$ cat config.mk
export PLATFORM = sky130hd
export DESIGN_NAME = stereo_bitcrusher_decimator
export DESIGN_NICKNAME = d
export VERILOG_FILES = /design/src/sbcd_pkg.sv /design/src/sbcd_front.sv /design/src/sbcd_queue.sv /design/src/sbcd_back.sv /design/src/stereo_bitcrusher_decimator.sv
export SDC_FILE = /design/constraint.sdc
export NUM_CORES = 2
export LEC_CHECK = 0
export BUFFER_PORTS_ARGS = -buffer_cell sky130_fd_sc_hd__buf_4
export CAP_MARGIN = 40
export CORE_MARGIN = 3
export CORE_UTILIZATION = 35
export DETAILED_ROUTE_END_ITERATION = 8
export SYNTH_ARGS = -nofsm -noshare
export SYNTH_HDL_FRONTEND = slang
export SYNTH_HIERARCHICAL = 1
export SYNTH_SLANG_ARGS = --single-unit
$ cat constraint.sdc
create_clock -name clk -period 9.9 [get_ports clk]
set_input_delay 1.485 -clock clk [delete_from_list [all_inputs] [get_ports clk]]
set_output_delay 1.485 -clock clk [all_outputs]
set_load 0.05 [all_outputs]
$ cat src/sbcd_pkg.sv
// Shared types and constants for the stereo bitcrusher and decimator.
package sbcd_pkg;

    localparam int SAMPLE_W   = 16;
    localparam int CFG_IDX_W  = 3;
    localparam int CFG_DATA_W = 15;

    typedef logic signed [SAMPLE_W-1:0] sample_t;

    localparam sample_t POS_MAX = sample_t'((1 << (SAMPLE_W - 1)) - 1);
    localparam sample_t NEG_MIN = sample_t'(1 << (SAMPLE_W - 1));

    // Configuration register indexes.
    localparam logic [CFG_IDX_W-1:0] REG_BIT_DEPTH     = 3'd0;
    localparam logic [CFG_IDX_W-1:0] REG_DECIM         = 3'd1;
    localparam logic [CFG_IDX_W-1:0] REG_JITTER_AMOUNT = 3'd2;
    localparam logic [CFG_IDX_W-1:0] REG_MIX_AMOUNT    = 3'd3;
    localparam logic [CFG_IDX_W-1:0] REG_OUTPUT_GAIN   = 3'd4;

    // Register values after reset.
    localparam logic [4:0]  RST_BIT_DEPTH     = 5'd8;
    localparam logic [6:0]  RST_DECIM         = 7'd8;
    localparam logic [8:0]  RST_JITTER_AMOUNT = 9'd0;
    localparam logic [8:0]  RST_MIX_AMOUNT    = 9'd256;
    localparam logic [14:0] RST_OUTPUT_GAIN   = 15'd4096;

    localparam logic [31:0] RNG_SEED = 32'd2463534242;

    // Register values after range limiting.
    typedef struct packed {
        logic [4:0]  depth;
        logic [6:0]  rd;
        logic [8:0]  jit;
        logic [8:0]  mix;
        logic [14:0] gain;
    } cfg_t;

    // One frame as it waits between the front and the back.
    typedef struct packed {
        sample_t dry_l;
        sample_t dry_r;
        sample_t wet_l;
        sample_t wet_r;
        logic    blk;
    } frame_t;

endpackage

$ cat src/sbcd_front.sv
// Front end: accepts frames and quantizes both channels before they are queued.
module sbcd_front (
    input  sbcd_pkg::sample_t left_in,
    input  sbcd_pkg::sample_t right_in,
    input  logic              block_end,
    input  logic              frame_valid,
    output logic              frame_stall,
    input  logic [4:0]        depth,
    input  logic              q_full,
    output logic              q_push,
    output sbcd_pkg::frame_t  q_wr_data
);
    import sbcd_pkg::*;

    localparam int MAG_W = SAMPLE_W + 1;
    localparam int SH_W  = $clog2(SAMPLE_W);

    // Rounds the magnitude to a multiple of the step, halves away from zero.
    function automatic sample_t quantize(input sample_t x, input logic [4:0] d);
        logic [SH_W-1:0]  sh;
        logic             neg;
        logic [MAG_W-1:0] mag;
        logic [MAG_W-1:0] half;
        logic [MAG_W-1:0] keep;
        logic [MAG_W-1:0] r;
        sample_t          y;
        sh   = SH_W'(5'(SAMPLE_W) - d);
        neg  = x[SAMPLE_W-1];
        mag  = neg ? (MAG_W'(0) - MAG_W'(x)) : MAG_W'(x);
        half = MAG_W'(1) << (sh - SH_W'(1));
        keep = ~((MAG_W'(1) << sh) - MAG_W'(1));
        r    = (mag + half) & keep;
        if (d >= 5'(SAMPLE_W))
        begin
            y = x;
        end
        else if (!neg)
        begin
            y = (r > MAG_W'(POS_MAX)) ? POS_MAX : sample_t'(r);
        end
        else
        begin
            y = (r > (MAG_W'(1) << (SAMPLE_W - 1))) ? NEG_MIN
                                                     : sample_t'(MAG_W'(0) - r);
        end
        return y;
    endfunction

    assign frame_stall = q_full;
    assign q_push      = frame_valid && !q_full;

    always_comb
    begin
        q_wr_data.dry_l = left_in;
        q_wr_data.dry_r = right_in;
        q_wr_data.wet_l = quantize(left_in, depth);
        q_wr_data.wet_r = quantize(right_in, depth);
        q_wr_data.blk   = block_end;
    end

endmodule

$ cat src/sbcd_queue.sv
// Two-entry frame queue between the front end and the back end.
module sbcd_queue (
    input  logic             clk,
    input  logic             rst_n,
    input  logic             push,
    input  sbcd_pkg::frame_t wr_data,
    output logic             full,
    output logic             q_valid,
    input  logic             pop,
    output sbcd_pkg::frame_t rd_data
);
    import sbcd_pkg::*;

    localparam int DEPTH = 2;
    localparam int PTR_W = $clog2(DEPTH);
    localparam int CNT_W = $clog2(DEPTH + 1);

    frame_t           slot_reg [DEPTH];
    logic [PTR_W-1:0] wr_ptr_reg, wr_ptr_next;
    logic [PTR_W-1:0] rd_ptr_reg, rd_ptr_next;
    logic [CNT_W-1:0] count_reg, count_next;

    assign full    = (count_reg == CNT_W'(DEPTH));
    assign q_valid = (count_reg != '0);
    assign rd_data = slot_reg[rd_ptr_reg];

    always_comb
    begin
        wr_ptr_next = push ? wr_ptr_reg + PTR_W'(1) : wr_ptr_reg;
        rd_ptr_next = pop ? rd_ptr_reg + PTR_W'(1) : rd_ptr_reg;
        count_next  = count_reg + CNT_W'(push) - CNT_W'(pop);
    end

    always_ff @(posedge clk or negedge rst_n)
    begin
        if (!rst_n)
        begin
            wr_ptr_reg <= '0;
            rd_ptr_reg <= '0;
            count_reg  <= '0;
        end
        else
        begin
            wr_ptr_reg <= wr_ptr_next;
            rd_ptr_reg <= rd_ptr_next;
            count_reg  <= count_next;
        end
    end

    always_ff @(posedge clk)
    begin
        if (push)
        begin
            slot_reg[wr_ptr_reg] <= wr_data;
        end
    end

endmodule

$ cat src/sbcd_back.sv
// Back end: hold counter, jitter draw with serial remainder, mix and gain, result register.
module sbcd_back #(
    parameter int MAX_DECIM = 64
) (
    input  logic              clk,
    input  logic              rst_n,
    input  sbcd_pkg::cfg_t    cfg,
    input  logic              q_valid,
    input  sbcd_pkg::frame_t  q_rd_data,
    output logic              q_pop,
    output logic              result_valid,
    input  logic              result_stall,
    output sbcd_pkg::sample_t left_out,
    output sbcd_pkg::sample_t right_out,
    output logic              block_end_out
);
    import sbcd_pkg::*;

    // The decimation register is 7 bits wide, so the usable limit never exceeds 127.
    localparam int RD_MAX   = (MAX_DECIM > 127) ? 127 : MAX_DECIM;
    localparam int JM_MAX   = RD_MAX / 2;
    localparam int HOLD_MAX = RD_MAX + JM_MAX;
    localparam int HOLD_W   = $clog2(HOLD_MAX + 1);
    localparam int SUM_W    = HOLD_W + 1;
    localparam int JM_W     = $clog2(JM_MAX + 1);
    localparam int DIV_W    = $clog2(2 * JM_MAX + 2);
    localparam int DVD_W    = 32;
    localparam int CNT_W    = $clog2(DVD_W + 1);
    localparam int ACC_W    = 25;
    localparam int MB_W     = 17;
    localparam int PROD_W   = 41;
    localparam int MUL_W    = ACC_W + MB_W;
    localparam int Q_W      = PROD_W - 20;

    localparam logic [2:0] ST_IDLE = 3'd0;
    localparam logic [2:0] ST_L1   = 3'd1;
    localparam logic [2:0] ST_L2   = 3'd2;
    localparam logic [2:0] ST_L3   = 3'd3;
    localparam logic [2:0] ST_R1   = 3'd4;
    localparam logic [2:0] ST_R2   = 3'd5;
    localparam logic [2:0] ST_R3   = 3'd6;
    localparam logic [2:0] ST_FIN  = 3'd7;

    function automatic logic [31:0] xorshift(input logic [31:0] s);
        logic [31:0] t;
        t = s ^ (s << 13);
        t = t ^ (t >> 17);
        t = t ^ (t << 5);
        return t;
    endfunction

    // Shift right by 20 with rounding half away from zero, then saturate.
    function automatic sample_t round_sat(input logic signed [PROD_W-1:0] p);
        logic               neg;
        logic [PROD_W-1:0]  mag;
        logic [Q_W-1:0]     q;
        sample_t            y;
        neg = p[PROD_W-1];
        mag = neg ? (PROD_W'(0) - p) : p;
        q   = Q_W'((mag + (PROD_W'(1) << 19)) >> 20);
        if (!neg)
        begin
            y = (q > Q_W'(POS_MAX)) ? POS_MAX : sample_t'(q);
        end
        else
        begin
            y = (q > (Q_W'(1) << (SAMPLE_W - 1))) ? NEG_MIN : sample_t'(Q_W'(0) - q);
        end
        return y;
    endfunction

    logic [2:0]               state_reg, state_next;
    logic [HOLD_W-1:0]        hold_reg;
    logic [31:0]              rng_reg;
    logic                     div_busy_reg;
    logic [CNT_W-1:0]         div_cnt_reg;
    logic [DVD_W-1:0]         dvd_reg;
    logic [DIV_W-1:0]         rem_reg;
    logic [DIV_W-1:0]         dvs_reg;
    logic                     out_valid_reg;

    frame_t                   frame_reg;
    sample_t                  held_l_reg, held_r_reg;
    logic signed [ACC_W-1:0]  acc_reg;
    logic signed [PROD_W-1:0] prod_reg;
    sample_t                  left_res_reg;
    sample_t                  left_out_reg, right_out_reg;
    logic                     blk_out_reg;

    logic [15:0]              jprod;
    logic [JM_W-1:0]          jmax;
    logic                     draw;
    logic                     div_step;
    logic                     div_done;
    logic [DIV_W:0]           rem_shift;
    logic [DIV_W-1:0]         rem_next;
    logic [SUM_W-1:0]         hold_sum;
    logic [HOLD_W-1:0]        hold_fin;
    logic                     load_out;

    logic [9:0]               wmix, dmix;
    logic signed [ACC_W-1:0]  mul_a;
    logic signed [MB_W-1:0]   mul_b;
    logic signed [MUL_W-1:0]  mul_p;

    assign jprod = 16'(cfg.jit) * 16'(cfg.rd);
    assign jmax  = JM_W'(jprod >> 9);

    assign q_pop    = (state_reg == ST_IDLE) && q_valid;
    assign draw     = q_pop && (hold_reg == '0) && (jmax != '0);
    assign div_step = div_busy_reg && (div_cnt_reg != CNT_W'(DVD_W));
    assign div_done = div_busy_reg && (div_cnt_reg == CNT_W'(DVD_W));

    // One quotient bit per cycle; the remainder always stays below the divisor.
    assign rem_shift = {rem_reg, dvd_reg[DVD_W-1]};
    assign rem_next  = (rem_shift >= {1'b0, dvs_reg}) ? DIV_W'(rem_shift - {1'b0, dvs_reg})
                                                      : DIV_W'(rem_shift);

    // New hold length is rd + rem - jmax, at least 1; the counter keeps it minus one.
    assign hold_sum = SUM_W'(cfg.rd) + SUM_W'(rem_reg);
    assign hold_fin = (hold_sum <= SUM_W'(jmax)) ? '0
                                                 : HOLD_W'(hold_sum - SUM_W'(jmax) - SUM_W'(1));

    assign load_out = (state_reg == ST_FIN) && !div_busy_reg
                      && (!out_valid_reg || !result_stall);

    assign wmix = {1'b0, cfg.mix};
    assign dmix = 10'd256 - wmix;

    always_comb
    begin
        unique case (state_reg)
            ST_L1:
            begin
                mul_a = ACC_W'(frame_reg.dry_l);
                mul_b = $signed(MB_W'(dmix));
            end
            ST_L2:
            begin
                mul_a = ACC_W'(held_l_reg);
                mul_b = $signed(MB_W'(wmix));
            end
            ST_R1:
            begin
                mul_a = ACC_W'(frame_reg.dry_r);
                mul_b = $signed(MB_W'(dmix));
            end
            ST_R2:
            begin
                mul_a = ACC_W'(held_r_reg);
                mul_b = $signed(MB_W'(wmix));
            end
            ST_L3, ST_R3:
            begin
                mul_a = acc_reg;
                mul_b = $signed(MB_W'(cfg.gain));
            end
            default:
            begin
                mul_a = '0;
                mul_b = '0;
            end
        endcase
    end

    assign mul_p = mul_a * mul_b;

    always_comb
    begin
        unique case (state_reg)
            ST_IDLE: state_next = q_valid ? ST_L1 : ST_IDLE;
            ST_L1:   state_next = ST_L2;
            ST_L2:   state_next = ST_L3;
            ST_L3:   state_next = ST_R1;
            ST_R1:   state_next = ST_R2;
            ST_R2:   state_next = ST_R3;
            ST_R3:   state_next = ST_FIN;
            ST_FIN:  state_next = load_out ? ST_IDLE : ST_FIN;
            default: state_next = ST_IDLE;
        endcase
    end

    always_ff @(posedge clk or negedge rst_n)
    begin
        if (!rst_n)
        begin
            state_reg     <= ST_IDLE;
            hold_reg      <= '0;
            rng_reg       <= RNG_SEED;
            div_busy_reg  <= 1'b0;
            div_cnt_reg   <= '0;
            out_valid_reg <= 1'b0;
        end
        else
        begin
            state_reg <= state_next;

            if (q_pop)
            begin
                if (hold_reg != '0)
                begin
                    hold_reg <= hold_reg - HOLD_W'(1);
                end
                else if (jmax == '0)
                begin
                    hold_reg <= HOLD_W'(cfg.rd - 7'd1);
                end
            end
            else if (div_done)
            begin
                hold_reg <= hold_fin;
            end

            if (draw)
            begin
                rng_reg      <= xorshift(rng_reg);
                div_busy_reg <= 1'b1;
                div_cnt_reg  <= '0;
            end
            else if (div_step)
            begin
                div_cnt_reg <= div_cnt_reg + CNT_W'(1);
            end
            else if (div_done)
            begin
                div_busy_reg <= 1'b0;
            end

            if (load_out)
            begin
                out_valid_reg <= 1'b1;
            end
            else if (!result_stall)
            begin
                out_valid_reg <= 1'b0;
            end
        end
    end

    always_ff @(posedge clk)
    begin
        if (draw)
        begin
            dvd_reg <= xorshift(rng_reg);
            rem_reg <= '0;
            dvs_reg <= DIV_W'({jmax, 1'b1});
        end
        else if (div_step)
        begin
            dvd_reg <= dvd_reg << 1;
            rem_reg <= rem_next;
        end

        if (q_pop)
        begin
            frame_reg <= q_rd_data;
            if (hold_reg == '0)
            begin
                held_l_reg <= q_rd_data.wet_l;
                held_r_reg <= q_rd_data.wet_r;
            end
        end

        case (state_reg)
            ST_L1, ST_R1:
            begin
                acc_reg <= ACC_W'(mul_p);
            end
            ST_L2, ST_R2:
            begin
                acc_reg <= acc_reg + ACC_W'(mul_p);
            end
            ST_L3, ST_R3:
            begin
                prod_reg <= PROD_W'(mul_p);
            end
            default:
            begin
            end
        endcase

        // The left product is still in place while the right channel starts.
        if (state_reg == ST_R1)
        begin
            left_res_reg <= round_sat(prod_reg);
        end

        if (load_out)
        begin
            left_out_reg  <= left_res_reg;
            right_out_reg <= round_sat(prod_reg);
            blk_out_reg   <= frame_reg.blk;
        end
    end

    assign result_valid  = out_valid_reg;
    assign left_out      = left_out_reg;
    assign right_out     = right_out_reg;
    assign block_end_out = blk_out_reg;

endmodule

$ cat src/stereo_bitcrusher_decimator.sv
// Top level of the stereo bitcrusher and decimator: configuration registers and block wiring.
//
//  Channel | Signals                                   | Transfer at rising edge when
//  --------+-------------------------------------------+------------------------------------
//  frame   | frame_valid, frame_stall, left_in,        | frame_valid && !frame_stall
//          | right_in, block_end                       |
//  result  | result_valid, result_stall, left_out,     | result_valid && !result_stall
//          | right_out, block_end_out                  |
//  config  | cfg_we, cfg_index, cfg_data               | cfg_we
//
// A frame passes from the queue through the six steps of the shared 25x17 multiplier for mix
// and gain to the result register. A frame that reloads the hold counter with jitter also
// waits for the 32-step serial remainder of the random draw.
// Reset restores the register defaults, clears the hold counter and reseeds the generator.
// A two-frame queue takes input while the back end works, and the result register lets the
// next frame be processed while a result is stalled.
module stereo_bitcrusher_decimator #(
    parameter int MAX_DECIM = 64
) (
    input  logic                              clk,
    input  logic                              rst_n,
    input  logic                              cfg_we,
    input  logic [sbcd_pkg::CFG_IDX_W-1:0]    cfg_index,
    input  logic [sbcd_pkg::CFG_DATA_W-1:0]   cfg_data,
    input  logic                              frame_valid,
    output logic                              frame_stall,
    input  sbcd_pkg::sample_t                 left_in,
    input  sbcd_pkg::sample_t                 right_in,
    input  logic                              block_end,
    output logic                              result_valid,
    input  logic                              result_stall,
    output sbcd_pkg::sample_t                 left_out,
    output sbcd_pkg::sample_t                 right_out,
    output logic                              block_end_out
);
    import sbcd_pkg::*;

    localparam int         RD_MAX = (MAX_DECIM > 127) ? 127 : MAX_DECIM;
    localparam logic [6:0] RD_LIM = 7'(RD_MAX);

    logic [4:0]  bit_depth_reg;
    logic [6:0]  decim_reg;
    logic [8:0]  jitter_amount_reg;
    logic [8:0]  mix_amount_reg;
    logic [14:0] output_gain_reg;

    cfg_t        cfg;
    logic        q_full;
    logic        q_push;
    frame_t      q_wr_data;
    logic        q_valid;
    logic        q_pop;
    frame_t      q_rd_data;

    always_ff @(posedge clk or negedge rst_n)
    begin
        if (!rst_n)
        begin
            bit_depth_reg     <= RST_BIT_DEPTH;
            decim_reg         <= RST_DECIM;
            jitter_amount_reg <= RST_JITTER_AMOUNT;
            mix_amount_reg    <= RST_MIX_AMOUNT;
            output_gain_reg   <= RST_OUTPUT_GAIN;
        end
        else if (cfg_we)
        begin
            unique case (cfg_index)
                REG_BIT_DEPTH:     bit_depth_reg     <= cfg_data[4:0];
                REG_DECIM:         decim_reg         <= cfg_data[6:0];
                REG_JITTER_AMOUNT: jitter_amount_reg <= cfg_data[8:0];
                REG_MIX_AMOUNT:    mix_amount_reg    <= cfg_data[8:0];
                REG_OUTPUT_GAIN:   output_gain_reg   <= cfg_data[14:0];
                default:
                begin
                end
            endcase
        end
    end

    // Out-of-range register values are limited here once for both ends.
    always_comb
    begin
        cfg.depth = (bit_depth_reg == 5'd0) ? 5'd1
                  : (bit_depth_reg > 5'(SAMPLE_W)) ? 5'(SAMPLE_W) : bit_depth_reg;
        cfg.rd    = (decim_reg == 7'd0) ? 7'd1
                  : (decim_reg > RD_LIM) ? RD_LIM : decim_reg;
        cfg.jit   = (jitter_amount_reg > 9'd256) ? 9'd256 : jitter_amount_reg;
        cfg.mix   = (mix_amount_reg > 9'd256) ? 9'd256 : mix_amount_reg;
        cfg.gain  = output_gain_reg;
    end

    sbcd_front u_front (
        .left_in     (left_in),
        .right_in    (right_in),
        .block_end   (block_end),
        .frame_valid (frame_valid),
        .frame_stall (frame_stall),
        .depth       (cfg.depth),
        .q_full      (q_full),
        .q_push      (q_push),
        .q_wr_data   (q_wr_data)
    );

    sbcd_queue u_queue (
        .clk     (clk),
        .rst_n   (rst_n),
        .push    (q_push),
        .wr_data (q_wr_data),
        .full    (q_full),
        .q_valid (q_valid),
        .pop     (q_pop),
        .rd_data (q_rd_data)
    );

    sbcd_back #(
        .MAX_DECIM (MAX_DECIM)
    ) u_back (
        .clk           (clk),
        .rst_n         (rst_n),
        .cfg           (cfg),
        .q_valid       (q_valid),
        .q_rd_data     (q_rd_data),
        .q_pop         (q_pop),
        .result_valid  (result_valid),
        .result_stall  (result_stall),
        .left_out      (left_out),
        .right_out     (right_out),
        .block_end_out (block_end_out)
    );

endmodule

==> out/qor.txt <==
Final setup fails - 0
Setup TNS - 0 ps
Final WL - 118000 um
GP Congestion - 0.933
Final Net Count - 5165
Worst-path clk slew - 80 ps
Clock latency at the later pin of the worst-skew pair - 650 ps
YS warnings - 6
First-pass GRT wire length - 187000 um
Mapped Area - 43900 um^2
RSZ-0062 raised after global routing - false
Routed length per placed instance - 19.2 um
DRC Markers - 0
Vias - 32600
Area growth syn-to-layout - 10.1%
Final Cycle Share - 94.8%
Post-synth EDFFs - 348
CTS Buffer Depth - 3
Row count - 129
Sink Count - 454
Post-Synthesis Cells - 4457
Slew HR - 35.5%
Synth Flop Type - edfxtp_1
Critical Path AT - 9790 ps
Initial antenna violation count - 6
Crit. End Element - flop
FMAX - 107 MHz
Post-synthesis register bit count - 454
Most used cell, CP - fa_1
Max Transition Viols Final - 0
Largest register FFs - 130
DP Wirelength - 93800 um
Die H - 360 um
Yosys top cell by area - edfxtp_1
Final antenna-violating net count - 0
Status - completed
Largest net degree at the start of global routing - 70
Final count of hold timing violations - 0
Synth Area per Inst - 9.85 um^2
Fin crit period - 9390 ps
Ys async rst share - 21.8%
Starting Density - 35.4%
Die width - 360 um
GRT overflow - 0
Overall routing resource usage - 17.9%
CP max stage cell - fa_1
Crit path largest cell delay - 560 ps
Commonest non-fill, non-tap cell in the layout - inv_1
Clock root cell - clkbuf_16
Critical Path RT - 10300 ps
Worst Reg-to-Reg Cells - 34
Drt pass-1 iters - 5
Crit path max fanout - 15
CORE AREA - 124000 um^2
Maxcap violations - 0
WHS Path Cells - 0
Sequential share of the synthesized area - 29.8%
TritonCTS clock tree - done
Post-synth cell types - 123
Area contributors post-synth - edfxtp_1 24%, fa_1 18%, ha_1 6.4%
Vias in the first global route - 32600
Initial DRC Count - 2159
WS Path Type - reg2reg
H-tree depth reported by CTS - 2
CTS Buf Count - 49
Die area - 130000 um^2
Fill count - 12200
Finished Core Util - 38.9%
Ports - 91
Worst Tran Pin Value - 962 ps
Hold Path Class - reg2reg
Syn nets - 5138
Most frequent cells in the layout - 540 x inv_1, 411 x nand2_1, 399 x fa_1, 385 x nor2_1, 348 x edfxtp_1
Via/cell ratio - 5.28
Synth top area share - 23.8%
Port-buffer cells - 90
Critical Path Source Type - flop
Worst Clk Skew - 56.1 ps
Ratio of cells with drive above 1 in the final layout - 12.0%
-- through the flow --
stage                     instances  cell area, um^2  hold slack, ps  worst slack [ps]
final                          6162            48300             403               513
after global routing           6161            48300             422              7.41
after CTS                      6159            48200             404               102
after detailed placement       6068            46500             405              16.4
after global placement         6054            46300             401               245
after floorplan                4457            43900             400               273
-- cell usage after synthesis, drive strengths merged (11+ instances only) --
library cell  count
a2111oi          11
a211o            17
a211oi           50
a21o             80
a21oi           185
a221oi           20
a22oi            21
a2bb2oi          18
a31oi            32
a41oi            11
and2             54
and3             38
buf              84
clkbuf          134
dfrtp            81
dfstp            18
edfxtp          348
fa              399
ha              226
inv             541
mux2            147
mux2i            44
nand2           412
nand2b           39
nand3            69
nand4            32
nor2            387
nor2b            57
nor3            108
nor4             32
nor4b            15
o21a             26
o21ai           126
o21bai           16
o22ai            14
o31ai            32
o41ai            17
or2              18
or3              37
or4              18
xnor2           151
xor2            125
-- critical path: cells and delay by family, from the launching register on --
kind	cells	cell delay, ps
buffers and inverters	5	620
AO/OA/AOI/OAI	12	2480
adder cells (fa/ha/maj)	9	4110
flip-flops	1	540
AND/OR/NAND/NOR	8	1380
-- kinds of logic (layout without fill, tap and decap cells) --
logic type / Yosys count / count (layout) / share of synthesized area (%)
mux: 191 / 191 / 5.25
xor+xnor: 278 / 278 / 5.63
flops: 454 / 454 / 29.8
buf+inv: 761 / 827 / 7.07
compound gates: 778 / 778 / 12.4
simple gates: 1363 / 1364 / 15.0
fa+ha+maj: 632 / 632 / 24.8
other cells: 0 / 1 / 0
-- worst paths after layout --
path | endpoint | slack, ps | start
min reg2reg | u_back/left_out[13] | 400 | u_back/left_res_reg[13]
min in group asynchronous | u_back/rng_reg[2] | 760 | rst_n
max in group asynchronous | mix_amount_reg[8] | 8030 | rst_n
min | u_back/left_out[13] | 400 | u_back/left_res_reg[13]
max | u_back/acc_reg[24] | 510 | mix_amount_reg[8]
max reg2reg | u_back/acc_reg[24] | 510 | mix_amount_reg[8]
-- repair_timing --
| action | CTS | global route |
|---|---|---|
| pin swaps | 0 | 4 |
| hold buffers | 0 | 0 |
| resized for setup | 1 | 25 |
| buffers inserted | 0 | 1 |
| endpoints found under the hold margin | 0 | 0 |
| cloned | 0 | 1 |
| endpoints found under the setup margin | 1 | 3 |
-- per-layer routing --
layer	routed length, um	global-route usage [%]
met1	52500	23.9
met4	3430	4.91
met5	27	0
met2	56700	30.5
met3	5700	2.49
-- area by class of cell --
class	count	area [um^2]	share of cell area, %
diodes	1	2.50	0.00518
clock buffers	61	1350	2.80
clock inverters	30	368	0.761
inverters	543	2040	4.23
multi-input cells	3243	27900	57.7
flip-flops and latches	454	13100	27.1
well taps	1637	2050	4.24
repair buffers	193	1530	3.16
Power is left out: the tool's default activity adds up to more than one toggle a clock period on the data nets, which glitch-free logic cannot reach.
